[src/fdp_pkg.sv]
package fdp_pkg;

    // operand width of the arithmetic
    localparam int VALUE_BITS = 16;
    // field widths fixed by the interface
    localparam int IN_BITS  = 16;
    localparam int OUT_BITS = 16;
    // exponent of one prime in m never reaches VALUE_BITS
    localparam int EXP_BITS = (VALUE_BITS > 2) ? $clog2(VALUE_BITS) : 1;
    // running square of the trial divisor needs two guard bits
    localparam int SQ_BITS  = VALUE_BITS + 2;
    // step counter of the divider
    localparam int STEP_BITS = $clog2(VALUE_BITS);

    localparam logic [OUT_BITS-1:0] POWER_MAX = {OUT_BITS{1'b1}};

    // operand pair fed to the shared divider
    typedef enum logic [1:0] {
        DIV_TRIAL = 2'd0,   // m / d
        DIV_LEG   = 2'd1,   // t / p
        DIV_EXP   = 2'd2    // total / e
    } div_sel_t;

    // controller to datapath
    typedef struct packed {
        logic     load;
        logic     div_start;
        div_sel_t div_sel;
        logic     trial_take;
        logic     trial_prime;
        logic     tail_prime;
        logic     next_d;
        logic     leg_init;
        logic     leg_acc;
        logic     fold;
    } cmd_t;

    // datapath to controller
    typedef struct packed {
        logic dsq_le_m;
        logic m_gt1;
        logic div_done;
        logic rem_zero;
        logic e_nonzero;
        logic t_zero;
    } status_t;

endpackage

[src/fdp_div.sv]
module fdp_div (
    input  logic                           clk,
    input  logic                           rst_n,
    input  logic                           start,
    input  logic [fdp_pkg::VALUE_BITS-1:0] dividend,
    input  logic [fdp_pkg::VALUE_BITS-1:0] divisor,
    output logic                           done,
    output logic [fdp_pkg::VALUE_BITS-1:0] quotient,
    output logic [fdp_pkg::VALUE_BITS-1:0] remainder
);
    import fdp_pkg::*;

    logic                  run_reg, run_next;
    logic                  done_reg, done_next;
    logic [STEP_BITS-1:0]  cnt_reg, cnt_next;
    logic [VALUE_BITS-1:0] rem_reg, rem_next;
    logic [VALUE_BITS-1:0] quo_reg, quo_next;
    logic [VALUE_BITS-1:0] dvs_reg, dvs_next;
    logic [VALUE_BITS:0]   shifted;
    logic                  fits;

    // one restoring step per cycle
    always_comb
    begin
        shifted   = {rem_reg, quo_reg[VALUE_BITS-1]};
        fits      = shifted >= {1'b0, dvs_reg};
        run_next  = run_reg;
        done_next = 1'b0;
        cnt_next  = cnt_reg;
        rem_next  = rem_reg;
        quo_next  = quo_reg;
        dvs_next  = dvs_reg;
        if (start)
        begin
            run_next = 1'b1;
            cnt_next = STEP_BITS'(VALUE_BITS - 1);
            rem_next = '0;
            quo_next = dividend;
            dvs_next = divisor;
        end
        else if (run_reg)
        begin
            rem_next = fits ? VALUE_BITS'(shifted - {1'b0, dvs_reg})
                            : VALUE_BITS'(shifted);
            quo_next = {quo_reg[VALUE_BITS-2:0], fits};
            cnt_next = cnt_reg - STEP_BITS'(1);
            if (cnt_reg == '0)
            begin
                run_next  = 1'b0;
                done_next = 1'b1;
            end
        end
    end

    // control
    always_ff @(posedge clk or negedge rst_n)
    begin
        if (!rst_n)
        begin
            run_reg  <= 1'b0;
            done_reg <= 1'b0;
            cnt_reg  <= '0;
        end
        else
        begin
            run_reg  <= run_next;
            done_reg <= done_next;
            cnt_reg  <= cnt_next;
        end
    end

    // operands
    always_ff @(posedge clk)
    begin
        rem_reg <= rem_next;
        quo_reg <= quo_next;
        dvs_reg <= dvs_next;
    end

    assign done      = done_reg;
    assign quotient  = quo_reg;
    assign remainder = rem_reg;

`ifndef NO_ASSERTIONS
    // never restarted in the middle of a division
    a_no_restart: assert property (@(posedge clk) disable iff (!rst_n)
        start |-> !run_reg)
        else $error("divider restarted while running");
    // done follows the last step only
    a_done_after_run: assert property (@(posedge clk) disable iff (!rst_n)
        done_reg |-> $past(run_reg))
        else $error("divider done without a running division");
    // done lasts one cycle
    a_done_pulse: assert property (@(posedge clk) disable iff (!rst_n)
        done_reg |=> !done_reg)
        else $error("divider done held");
`endif
endmodule

[src/fdp_datapath.sv]
module fdp_datapath (
    input  logic                         clk,
    input  logic                         rst_n,
    input  fdp_pkg::cmd_t                cmd,
    input  logic [fdp_pkg::IN_BITS-1:0]  divisor_base,
    input  logic [fdp_pkg::IN_BITS-1:0]  factorial_arg,
    output fdp_pkg::status_t             status,
    output logic [fdp_pkg::OUT_BITS-1:0] max_power,
    output logic                         impossible
);
    import fdp_pkg::*;

    logic [VALUE_BITS-1:0] m_reg, n_reg, d_reg, p_reg, t_reg, total_reg, best_reg;
    logic [SQ_BITS-1:0]    dsq_reg;
    logic [EXP_BITS-1:0]   e_reg;
    logic                  best_valid_reg, ok_reg;
    logic [VALUE_BITS-1:0] div_a, div_b, div_q, div_r;
    logic                  div_done;

    // operand select for the shared divider
    always_comb
    begin
        case (cmd.div_sel)
            DIV_TRIAL:
            begin
                div_a = m_reg;
                div_b = d_reg;
            end
            DIV_LEG:
            begin
                div_a = t_reg;
                div_b = p_reg;
            end
            DIV_EXP:
            begin
                div_a = total_reg;
                div_b = VALUE_BITS'(e_reg);
            end
            default:
            begin
                div_a = m_reg;
                div_b = d_reg;
            end
        endcase
    end

    fdp_div u_div (
        .clk       (clk),
        .rst_n     (rst_n),
        .start     (cmd.div_start),
        .dividend  (div_a),
        .divisor   (div_b),
        .done      (div_done),
        .quotient  (div_q),
        .remainder (div_r)
    );

    // factoring and legendre registers
    always_ff @(posedge clk)
    begin
        if (cmd.load)
        begin
            m_reg   <= VALUE_BITS'(divisor_base);
            n_reg   <= VALUE_BITS'(factorial_arg);
            d_reg   <= VALUE_BITS'(2);
            dsq_reg <= SQ_BITS'(4);
            e_reg   <= '0;
        end
        if (cmd.trial_take)
        begin
            m_reg <= div_q;
            e_reg <= e_reg + EXP_BITS'(1);
        end
        if (cmd.trial_prime)
            p_reg <= d_reg;
        if (cmd.tail_prime)
        begin
            p_reg <= m_reg;
            e_reg <= EXP_BITS'(1);
        end
        // (d+1)^2 = d^2 + 2d + 1
        if (cmd.next_d)
        begin
            d_reg   <= d_reg + VALUE_BITS'(1);
            dsq_reg <= dsq_reg + (SQ_BITS'(d_reg) << 1) + SQ_BITS'(1);
            e_reg   <= '0;
        end
        if (cmd.leg_init)
        begin
            t_reg     <= n_reg;
            total_reg <= '0;
        end
        if (cmd.leg_acc)
        begin
            t_reg     <= div_q;
            total_reg <= total_reg + div_q;
        end
        if (cmd.fold && (!best_valid_reg || div_q < best_reg))
            best_reg <= div_q;
    end

    // running minimum flags
    always_ff @(posedge clk or negedge rst_n)
    begin
        if (!rst_n)
        begin
            best_valid_reg <= 1'b0;
            ok_reg         <= 1'b1;
        end
        else if (cmd.load)
        begin
            best_valid_reg <= 1'b0;
            ok_reg         <= 1'b1;
        end
        else if (cmd.fold)
        begin
            best_valid_reg <= 1'b1;
            if (div_q == '0)
                ok_reg <= 1'b0;
        end
    end

    // status to the controller
    always_comb
    begin
        status.dsq_le_m  = dsq_reg <= SQ_BITS'(m_reg);
        status.m_gt1     = m_reg > VALUE_BITS'(1);
        status.div_done  = div_done;
        status.rem_zero  = div_r == '0;
        status.e_nonzero = e_reg != '0;
        status.t_zero    = t_reg == '0;
    end

    // result with saturation
    always_comb
    begin
        impossible = !ok_reg;
        if (!ok_reg)
            max_power = '0;
        else if (!best_valid_reg || best_reg > VALUE_BITS'(POWER_MAX))
            max_power = POWER_MAX;
        else
            max_power = OUT_BITS'(best_reg);
    end
endmodule

[src/fdp_ctrl.sv]
module fdp_ctrl (
    input  logic             clk,
    input  logic             rst_n,
    input  logic             start,
    input  fdp_pkg::status_t status,
    output fdp_pkg::cmd_t    cmd,
    output logic             busy,
    output logic             done
);
    import fdp_pkg::*;

    typedef enum logic [7:0] {
        S_IDLE       = 8'b0000_0001,
        S_TRIAL_CHK  = 8'b0000_0010,
        S_TRIAL_WAIT = 8'b0000_0100,
        S_LEG_START  = 8'b0000_1000,
        S_LEG_CHK    = 8'b0001_0000,
        S_LEG_WAIT   = 8'b0010_0000,
        S_EXP_WAIT   = 8'b0100_0000,
        S_FINISH     = 8'b1000_0000
    } state_t;

    state_t state_reg, state_next;
    logic   tail_reg, tail_next;

    // sequencing of factoring, legendre sums and folding
    always_comb
    begin
        state_next  = state_reg;
        tail_next   = tail_reg;
        cmd         = '0;
        cmd.div_sel = DIV_TRIAL;
        case (state_reg)
            S_IDLE:
            begin
                if (start)
                begin
                    cmd.load   = 1'b1;
                    tail_next  = 1'b0;
                    state_next = S_TRIAL_CHK;
                end
            end
            S_TRIAL_CHK:
            begin
                // keep stripping d once it has divided m, whatever d*d is now
                if (status.dsq_le_m || status.e_nonzero)
                begin
                    cmd.div_start = 1'b1;
                    cmd.div_sel   = DIV_TRIAL;
                    state_next    = S_TRIAL_WAIT;
                end
                else if (status.m_gt1)
                begin
                    cmd.tail_prime = 1'b1;
                    tail_next      = 1'b1;
                    state_next     = S_LEG_START;
                end
                else
                    state_next = S_FINISH;
            end
            S_TRIAL_WAIT:
            begin
                if (status.div_done)
                begin
                    if (status.rem_zero)
                    begin
                        cmd.trial_take = 1'b1;
                        state_next     = S_TRIAL_CHK;
                    end
                    else if (status.e_nonzero)
                    begin
                        cmd.trial_prime = 1'b1;
                        state_next      = S_LEG_START;
                    end
                    else
                    begin
                        cmd.next_d = 1'b1;
                        state_next = S_TRIAL_CHK;
                    end
                end
            end
            S_LEG_START:
            begin
                cmd.leg_init = 1'b1;
                state_next   = S_LEG_CHK;
            end
            S_LEG_CHK:
            begin
                cmd.div_start = 1'b1;
                if (status.t_zero)
                begin
                    cmd.div_sel = DIV_EXP;
                    state_next  = S_EXP_WAIT;
                end
                else
                begin
                    cmd.div_sel = DIV_LEG;
                    state_next  = S_LEG_WAIT;
                end
            end
            S_LEG_WAIT:
            begin
                if (status.div_done)
                begin
                    cmd.leg_acc = 1'b1;
                    state_next  = S_LEG_CHK;
                end
            end
            S_EXP_WAIT:
            begin
                if (status.div_done)
                begin
                    cmd.fold = 1'b1;
                    if (tail_reg)
                        state_next = S_FINISH;
                    else
                    begin
                        cmd.next_d = 1'b1;
                        state_next = S_TRIAL_CHK;
                    end
                end
            end
            S_FINISH:
                state_next = S_IDLE;
            default:
                state_next = S_IDLE;
        endcase
    end

    // state register
    always_ff @(posedge clk or negedge rst_n)
    begin
        if (!rst_n)
        begin
            state_reg <= S_IDLE;
            tail_reg  <= 1'b0;
        end
        else
        begin
            state_reg <= state_next;
            tail_reg  <= tail_next;
        end
    end

    assign busy = state_reg != S_IDLE;
    assign done = state_reg == S_FINISH;

`ifndef NO_ASSERTIONS
    // an accepted item makes the block busy
    a_accept_busy: assert property (@(posedge clk) disable iff (!rst_n)
        (start && !busy) |=> busy)
        else $error("item accepted but block not busy");
    // one result per item
    a_done_pulse: assert property (@(posedge clk) disable iff (!rst_n)
        done |=> !done)
        else $error("result strobe held");
    // result strobe frees the block on the next cycle
    a_done_release: assert property (@(posedge clk) disable iff (!rst_n)
        done |=> !busy)
        else $error("block still busy after result");
    // divider only started from a check state
    a_div_start: assert property (@(posedge clk) disable iff (!rst_n)
        cmd.div_start |-> (state_reg == S_TRIAL_CHK || state_reg == S_LEG_CHK))
        else $error("divider started from wrong state");
`endif
endmodule

[src/factorial_divisibility_power.sv]
// Largest power k of m that divides n factorial. Pulse start with m on
// divisor_base and n on factorial_arg while busy is low; the item is taken at
// that edge and busy stays high until the result. The result appears on
// max_power and impossible for exactly one cycle, marked by done, and must be
// captured then: the block cannot be stalled. max_power saturates at 65535
// (also for m equal one); impossible is set, with max_power 0, when no
// positive power of m divides n!. All work runs through one shared 16-step
// restoring divider: trial division of m by every d with d*d <= m (one division per d
// plus one per factor found), and for each prime of m one division per term of its
// Legendre sum, the final zero term included, plus one to divide by the
// exponent; a new item is taken the cycle after done.
module factorial_divisibility_power (
    input  logic                         clk,
    input  logic                         rst_n,
    input  logic                         start,
    input  logic [fdp_pkg::IN_BITS-1:0]  divisor_base,
    input  logic [fdp_pkg::IN_BITS-1:0]  factorial_arg,
    output logic                         busy,
    output logic                         done,
    output logic [fdp_pkg::OUT_BITS-1:0] max_power,
    output logic                         impossible
);
    import fdp_pkg::*;

    cmd_t    cmd;
    status_t status;

    // sequencer
    fdp_ctrl u_ctrl (
        .clk    (clk),
        .rst_n  (rst_n),
        .start  (start),
        .status (status),
        .cmd    (cmd),
        .busy   (busy),
        .done   (done)
    );

    // registers and shared divider
    fdp_datapath u_dp (
        .clk           (clk),
        .rst_n         (rst_n),
        .cmd           (cmd),
        .divisor_base  (divisor_base),
        .factorial_arg (factorial_arg),
        .status        (status),
        .max_power     (max_power),
        .impossible    (impossible)
    );
endmodule

[config.mk]
export PLATFORM = sky130hd
export DESIGN_NAME = factorial_divisibility_power
export DESIGN_NICKNAME = d
export VERILOG_FILES = /design/src/fdp_pkg.sv /design/src/fdp_div.sv /design/src/fdp_datapath.sv /design/src/fdp_ctrl.sv /design/src/factorial_divisibility_power.sv
export SDC_FILE = /design/constraint.sdc
export NUM_CORES = 1
export LEC_CHECK = 0
export BUFFER_PORTS_ARGS = -buffer_cell sky130_fd_sc_hd__buf_2
export CAP_MARGIN = 30
export CORE_ASPECT_RATIO = 0.75
export CORE_UTILIZATION = 67
export CTS_CLUSTER_DIAMETER = 60
export DETAILED_ROUTE_END_ITERATION = 8
export PLACE_DENSITY = 0.86
export REMOVE_ABC_BUFFERS = 1
export SLEW_MARGIN = 20
export SYNTH_ARGS = -nofsm -noshare
export SYNTH_HDL_FRONTEND = slang
export SYNTH_SLANG_ARGS = --single-unit
export TNS_END_PERCENT = 5
[constraint.sdc]
create_clock -name clk -period 7.2 [get_ports clk]
set_clock_uncertainty 0.05 [all_clocks]
set_input_delay 1.08 -clock clk [delete_from_list [all_inputs] [get_ports clk]]
set_output_delay 1.08 -clock clk [all_outputs]
set_load 0.1 [all_outputs]
==> results of run 1 <==
==> per-layer routing <==
metal  GRT usage  vias to the layer above  share of wire
met1       0.492                     4416           0.43
li1            -                     4197              -
met3      0.0586                       62           0.11
met2       0.497                      571           0.44
met5           0                        -              0
met4       0.135                        0          0.022
==> worst max-delay path, cell delays in order (launching register included) <==
cell	delay [ps]
edfxtp_1	390
inv_1	90
ha_1	300
nand4_1	100
nor4_1	500
a32oi_1	180
a21bo_2	260
nand4_1	640
buf_4	460
o21ai_2	340
==> power groups by stage <==
stage / registers, uW / logic (uW) / clock network, uW
6_report: 1910 / 2130 / 1020
3_5_place_dp: 1910 / 2050 / 0
2_1_floorplan: 1810 / 1580 / 0
4_1_cts: 1890 / 2090 / 1020
3_3_place_gp: 1900 / 1950 / 0
5_1_grt: 1930 / 2320 / 1050
==> Yosys cell counts, types with 16 or more instances <==
master	number	area (um^2)
nor2_1	94	353
edfxtp_1	162	4860
nor4_1	19	119
dfxtp_1	20	400
inv_1	81	304
clkbuf_1	40	150
nand2_1	154	578
ha_1	84	1050
nand3_1	17	85.1
nor3_1	16	80.1
a21oi_1	65	325
a221oi_1	16	140
o21ai_0	63	315
xor2_1	28	245
xnor2_1	31	272
mux2_2	31	349
==> cells by family (layout without fill, tap and decap cells) <==
group / count (synthesis) / count (layout) / share of synthesized area
xor gates and xnor gates: 59 / 59 / 0.0444
AOI/OAI and AO/OA: 252 / 252 / 0.152
DFF: 199 / 199 / 0.489
buffers and inverters: 130 / 179 / 0.0433
and+or+nand+nor: 372 / 372 / 0.146
adders and majority gates: 87 / 87 / 0.0954
muxes: 31 / 31 / 0.0300
==> path summary, 6_finish.rpt <==
path | startpoint | endpoint | cells after the start
worst max-delay path | u_dp.m_reg[15] | u_dp.p_reg[9] | 9
worst min-delay path | u_dp.ok_reg | u_dp.ok_reg | 2
worst max register to register | u_dp.m_reg[15] | u_dp.p_reg[9] | 9
worst min register to register | u_dp.ok_reg | u_dp.ok_reg | 2
max in group asynchronous | rst_n | u_dp.ok_reg | 1
min in group asynchronous | rst_n | u_dp.u_div.cnt_reg[0] | 1
==> metrics by stage <==
step / hold WS, ps / setup slack (ps) / power (uW)
floorplan: 410 / 2890 / 3390
global placement: 430 / 3750 / 3850
detailed placement: 432 / 3620 / 3960
CTS: 441 / 3570 / 5000
global route: 466 / 3260 / 5310
finish: 440 / 3490 / 5060
==> layout make-up <==
type	count	share of cell area
repair buffers	65	0.0279
flip-flops and latches	199	0.447
clock inverters	15	0.0160
multi-input cells	801	0.430
clock buffers	17	0.0334
inverters	82	0.0242
well taps	215	0.0211
==> impl_metrics.env, run 1 <==
export IMPL_swShare=0.410
export IMPL_status="finished, final reports clean"
export IMPL_drt_iter0_drc=1312
export IMPL_yosys_most_used_dff="edfxtp_1"
export IMPL_layout_nets=1288
export IMPL_cts_hold_buffers=0
export IMPL_reg2reg_slack_ps=3490
export IMPL_syn_area_um2=11600
export IMPL_power_density_nw_per_um2=398
export IMPL_path_class="reg2reg"
export IMPL_synth_seq_area_share=0.489
export IMPL_mostFrequentLayoutCell="edfxtp_1"
export IMPL_rsz0062_at_grt="no"
export IMPL_clkTransAtPathRegs_ps=80
export IMPL_synth_async_reset_ratio=0.0854
export IMPL_cts_tree="built"
export IMPL_cp_required_ps=7220
export IMPL_synth_cell_types=76
export IMPL_routed_wl_mm=29.3
export IMPL_vias_per_cell=6.63
export IMPL_fin_crit_sh=0.516
export IMPL_grt_max_degree=46
export IMPL_cts_max_level=4
export IMPL_clock_sinks=199
export IMPL_n_antenna_cell=0
export IMPL_place_area_um2=12100
export IMPL_p_seq_frac=0.377
export IMPL_slew_violations=0
export IMPL_post_cts_buffers=0
export IMPL_final_core_util=0.752
export IMPL_yosysWarningCount=0
export IMPL_p_comb_frac=0.422
export IMPL_cts_root_buf="clkbuf_16"
export IMPL_cap_violations=0
export IMPL_fillers=1107
export IMPL_die_h_um=116
export IMPL_finalSetupViolations=0
export IMPL_grt_pass1_wl_mm=45.6
export IMPL_final_cell_mix="edfxtp_1, nand2_1, nor2_1"
export IMPL_track_usage=0.335
export IMPL_final_hold_viol_count=0
export IMPL_drc=0
export IMPL_stdcell_count=1394
export IMPL_start_util=0.688
export IMPL_vias=9246
export IMPL_worstSetupEndpointType="flop"
export IMPL_critical_path_arrival_ps=3740
export IMPL_cp_max_fo=21
export IMPL_syn_area_per_cell_um2=10.3
export IMPL_top_level_ports=54
export IMPL_ff_latch_area_um2=5690
export IMPL_p_switching_uw=2080
export IMPL_ant_nets=0
export IMPL_dp_hpwl_mm=20.2
export IMPL_clock_path_buffers=2
export IMPL_vdd_ir_drop_worst_v=0.000242
export IMPL_avgRoutedWirePerCell_um=21.0
export IMPL_max_slew_margin_rel=0.421
export IMPL_numCtsBuffers=17
export IMPL_synth_edf_count=162
export IMPL_die_w_um=154
export IMPL_period_minus_slack_ps=3710
export IMPL_largest_reg_flops=18
export IMPL_netlist_instances=1130
export IMPL_cts_resized=0
export IMPL_critPathLaunchType="flop"
export IMPL_p_leak_uw=0.00504
export IMPL_finalInstanceArea_um2=12700
export IMPL_drt_pass1_iterations=6
export IMPL_syn2layout_area_growth_pct=9.29
export IMPL_clkPwrFrac=0.202
export IMPL_synth_seq_cells=199
export IMPL_timing_worst_slew_pin_value_ps=857
export IMPL_p_int_uw=2980
export IMPL_grt_overflow_total=0
export IMPL_maxClockFrequency_ghz=0.269
export IMPL_antenna_found_initial=1
export IMPL_numPortBuffers=53
export IMPL_rows=41
export IMPL_min_path_type="reg2reg"
export IMPL_drive_above_1_share=0.139
export IMPL_grt_pass1_vias=8456
export IMPL_setup_tns_ps=0
export IMPL_insertion_delay_ps=450
export IMPL_core_area_um2=16900
export IMPL_place_congestion=0.954
export IMPL_multi_input_area_um2=5470
export IMPL_die_area_um2=17900
export IMPL_placedCellCount=1362
No activity file was read; power rests on OpenSTA's default activity.
==> run 2: changes to the inputs <==
--- a/config.mk
+++ b/config.mk
@@ -8,10 +8,10 @@
 export BUFFER_PORTS_ARGS = -buffer_cell sky130_fd_sc_hd__buf_2
 export CAP_MARGIN = 30
 export CORE_ASPECT_RATIO = 0.75
-export CORE_UTILIZATION = 67
+export CORE_UTILIZATION = 56
 export CTS_CLUSTER_DIAMETER = 60
 export DETAILED_ROUTE_END_ITERATION = 8
-export PLACE_DENSITY = 0.86
+export PLACE_DENSITY = 0.77
 export REMOVE_ABC_BUFFERS = 1
 export SLEW_MARGIN = 20
 export SYNTH_ARGS = -nofsm -noshare
==> constraint.sdc (replaced) <==
create_clock -name clk -period 3.3 [get_ports clk]
set_clock_uncertainty 0.05 [all_clocks]
set_input_delay 0.495 -clock clk [delete_from_list [all_inputs] [get_ports clk]]
set_output_delay 0.495 -clock clk [all_outputs]
set_load 0.1 [all_outputs]
==> run 2 against run 1 <==
Compared with the run above:
- sequential share of layout area is 1.6 points lower
- die area is 19% higher
- global-route usage is 5.1 points lower
- clock power is 120% higher
- hold slack worse by 280 ps
- sequential power is 110% higher
- critical path type unchanged
- worst setup slack worse by 3300 ps
- largest power group unchanged
- combinational power is 130% higher
- design area is 3.7% higher
- final cell count is 7.9% higher
==> impl_metrics.env, run 2 (synthesis results as in run 1) <==
export IMPL_drt_iter0_drc=1183
export IMPL_grt_pass1_vias=8481
export IMPL_rows=45
export IMPL_vdd_ir_drop_worst_v=0.000425
export IMPL_grt_overflow_total=0
export IMPL_ant_nets=0
export IMPL_routed_wl_mm=29.7
export IMPL_path_delay_family="simple AND/OR/NAND/NOR gates"
export IMPL_drt_pass1_iterations=5
export IMPL_fin_crit_sh=0.947
export IMPL_period_minus_slack_ps=3120
export IMPL_grt_max_degree=45
export IMPL_clock_path_buffers=2
export IMPL_slew_violations=0
export IMPL_crit_buf_inv=1
export IMPL_track_usage=0.284
export IMPL_critPathLaunchType="flop"
export IMPL_path_class="reg2reg"
export IMPL_cts_max_level=4
export IMPL_vias=9181
export IMPL_final_hold_viol_count=0
export IMPL_start_util=0.573
export IMPL_worst_slack_ps=175
export IMPL_drc=0
export IMPL_dp_hpwl_mm=21.6
export IMPL_p_total_uw=11300
export IMPL_post_cts_buffers=0
export IMPL_cp_max_fo=44
export IMPL_fin_hold_ws_ps=158
export IMPL_n_antenna_cell=0
export IMPL_die_h_um=127
export IMPL_die_area_um2=21400
export IMPL_die_w_um=168
export IMPL_p_leak_uw=0.00526
export IMPL_status="finished, final reports clean"
export IMPL_antenna_found_initial=1
export IMPL_vias_per_cell=6.10
export IMPL_critPathSlowestCell="or4_1"
export IMPL_reg2reg_slack_ps=180
export IMPL_layout_nets=1331
export IMPL_slowest_delay_ps=490
export IMPL_cts_root_buf="clkbuf_16"
export IMPL_place_worst_setup_slack_ps=12.3
export IMPL_multi_input_area_um2=5480
export IMPL_min_path_type="in2reg"
export IMPL_core_area_um2=20300
export IMPL_drive_above_1_share=0.168
export IMPL_timing_worst_slew_pin_value_ps=769
export IMPL_cts_tree="built"
export IMPL_avgRoutedWirePerCell_um=19.8
export IMPL_mostFrequentLayoutCell="edfxtp_1"
export IMPL_clkTransAtPathRegs_ps=80
export IMPL_insertion_delay_ps=460
export IMPL_final_cell_mix="edfxtp_1, nand2_1, nor2_1"
export IMPL_setup_tns_ps=0
export IMPL_critical_path_arrival_ps=3420
export IMPL_maxClockFrequency_ghz=0.320
export IMPL_placedCellCount=1471
export IMPL_place_congestion=0.913
export IMPL_power_density_nw_per_um2=853
export IMPL_clock_sinks=199
export IMPL_top_level_ports=54
export IMPL_rsz0062_at_grt="no"
export IMPL_numPortBuffers=53
export IMPL_cp_required_ps=3600
export IMPL_cap_violations=0
export IMPL_grt_pass1_wl_mm=46.2
export IMPL_worstSetupEndpointType="flop"
export IMPL_stdcell_count=1504
export IMPL_max_slew_margin_rel=0.482
export IMPL_largest_reg_flops=18
export IMPL_fillers=1529
export IMPL_finalSetupViolations=0
export IMPL_path_cells="ha_1 -> nand4_1 -> nor4_2 -> a32oi_1 -> a21bo_2 -> a21oi_1 -> o21a_4 -> buf_12 -> or4_1 -> o311ai_0"
export IMPL_ff_latch_area_um2=5690
export IMPL_numCtsBuffers=17
export IMPL_syn2layout_area_growth_pct=13.3
run 2: changes by cell type in the layout (fill, tap and decap cells not counted), moves of 2 or more:
cell        previous run  this run
clkinvlp_4             2         0
buf_4                 12        49
clkinv_8               3         0
clkinv_4               0         4
inv_8                  4         2
buf_12                 0         5
run 2: final timing paths:
| check | startpoint | to | cells after the start |
|---|---|---|---|
| worst min-delay path | factorial_arg[8] | u_dp.n_reg[8] | 1 |
| worst max register to register | u_dp.dsq_reg[13] | u_dp.u_div.remainder[0] | 10 |
| worst max-delay path | u_dp.dsq_reg[13] | u_dp.u_div.remainder[0] | 10 |
| worst min register to register | u_dp.ok_reg | u_dp.ok_reg | 2 |
| min in group asynchronous | rst_n | u_dp.u_div.cnt_reg[3] | 2 |
| max in group asynchronous | rst_n | u_ctrl.state_reg[0] | 2 |
run 2: per-layer routing:
metal / part of all wire / vias to the layer above / global-route usage
li1: - / 4285 / -
met1: 0.46 / 4378 / 0.430
met2: 0.43 / 460 / 0.406
met3: 0.10 / 56 / 0.0677
met4: 0.016 / 2 / 0.0754
met5: 0.00044 / - / 0
run 2: cell type report:
cell class | count | share of cell area
Timing Repair Buffer | 108 | 0.0563
Sequential cell | 199 | 0.432
Multi-Input combinational cell | 801 | 0.415
Clock inverter | 14 | 0.0142
Tap cell | 282 | 0.0268
Clock buffer | 18 | 0.0325
Inverter | 82 | 0.0233
run 2: through the flow:
step | utilization | instance area [um^2]
global placement | 0.617 | 12600
floorplan | - | 11400
detailed placement | 0.617 | 12600
CTS | 0.649 | 13200
global route | 0.649 | 13200
finish | 0.649 | 13200
run 2: timing repair:
item	4_1_cts	5_1_grt
gates resized for setup	1	1
hold endpoints to repair	15	0
setup endpoints to repair	2	20
hold buffers	1	0
cloned	0	0
run 2: power breakdown:
group | switching (uW) | leakage, uW | internal, uW
clock network | 1030 | 0.000304 | 1220
registers | 555 | 0.00186 | 3470
logic | 2890 | 0.00310 | 2090
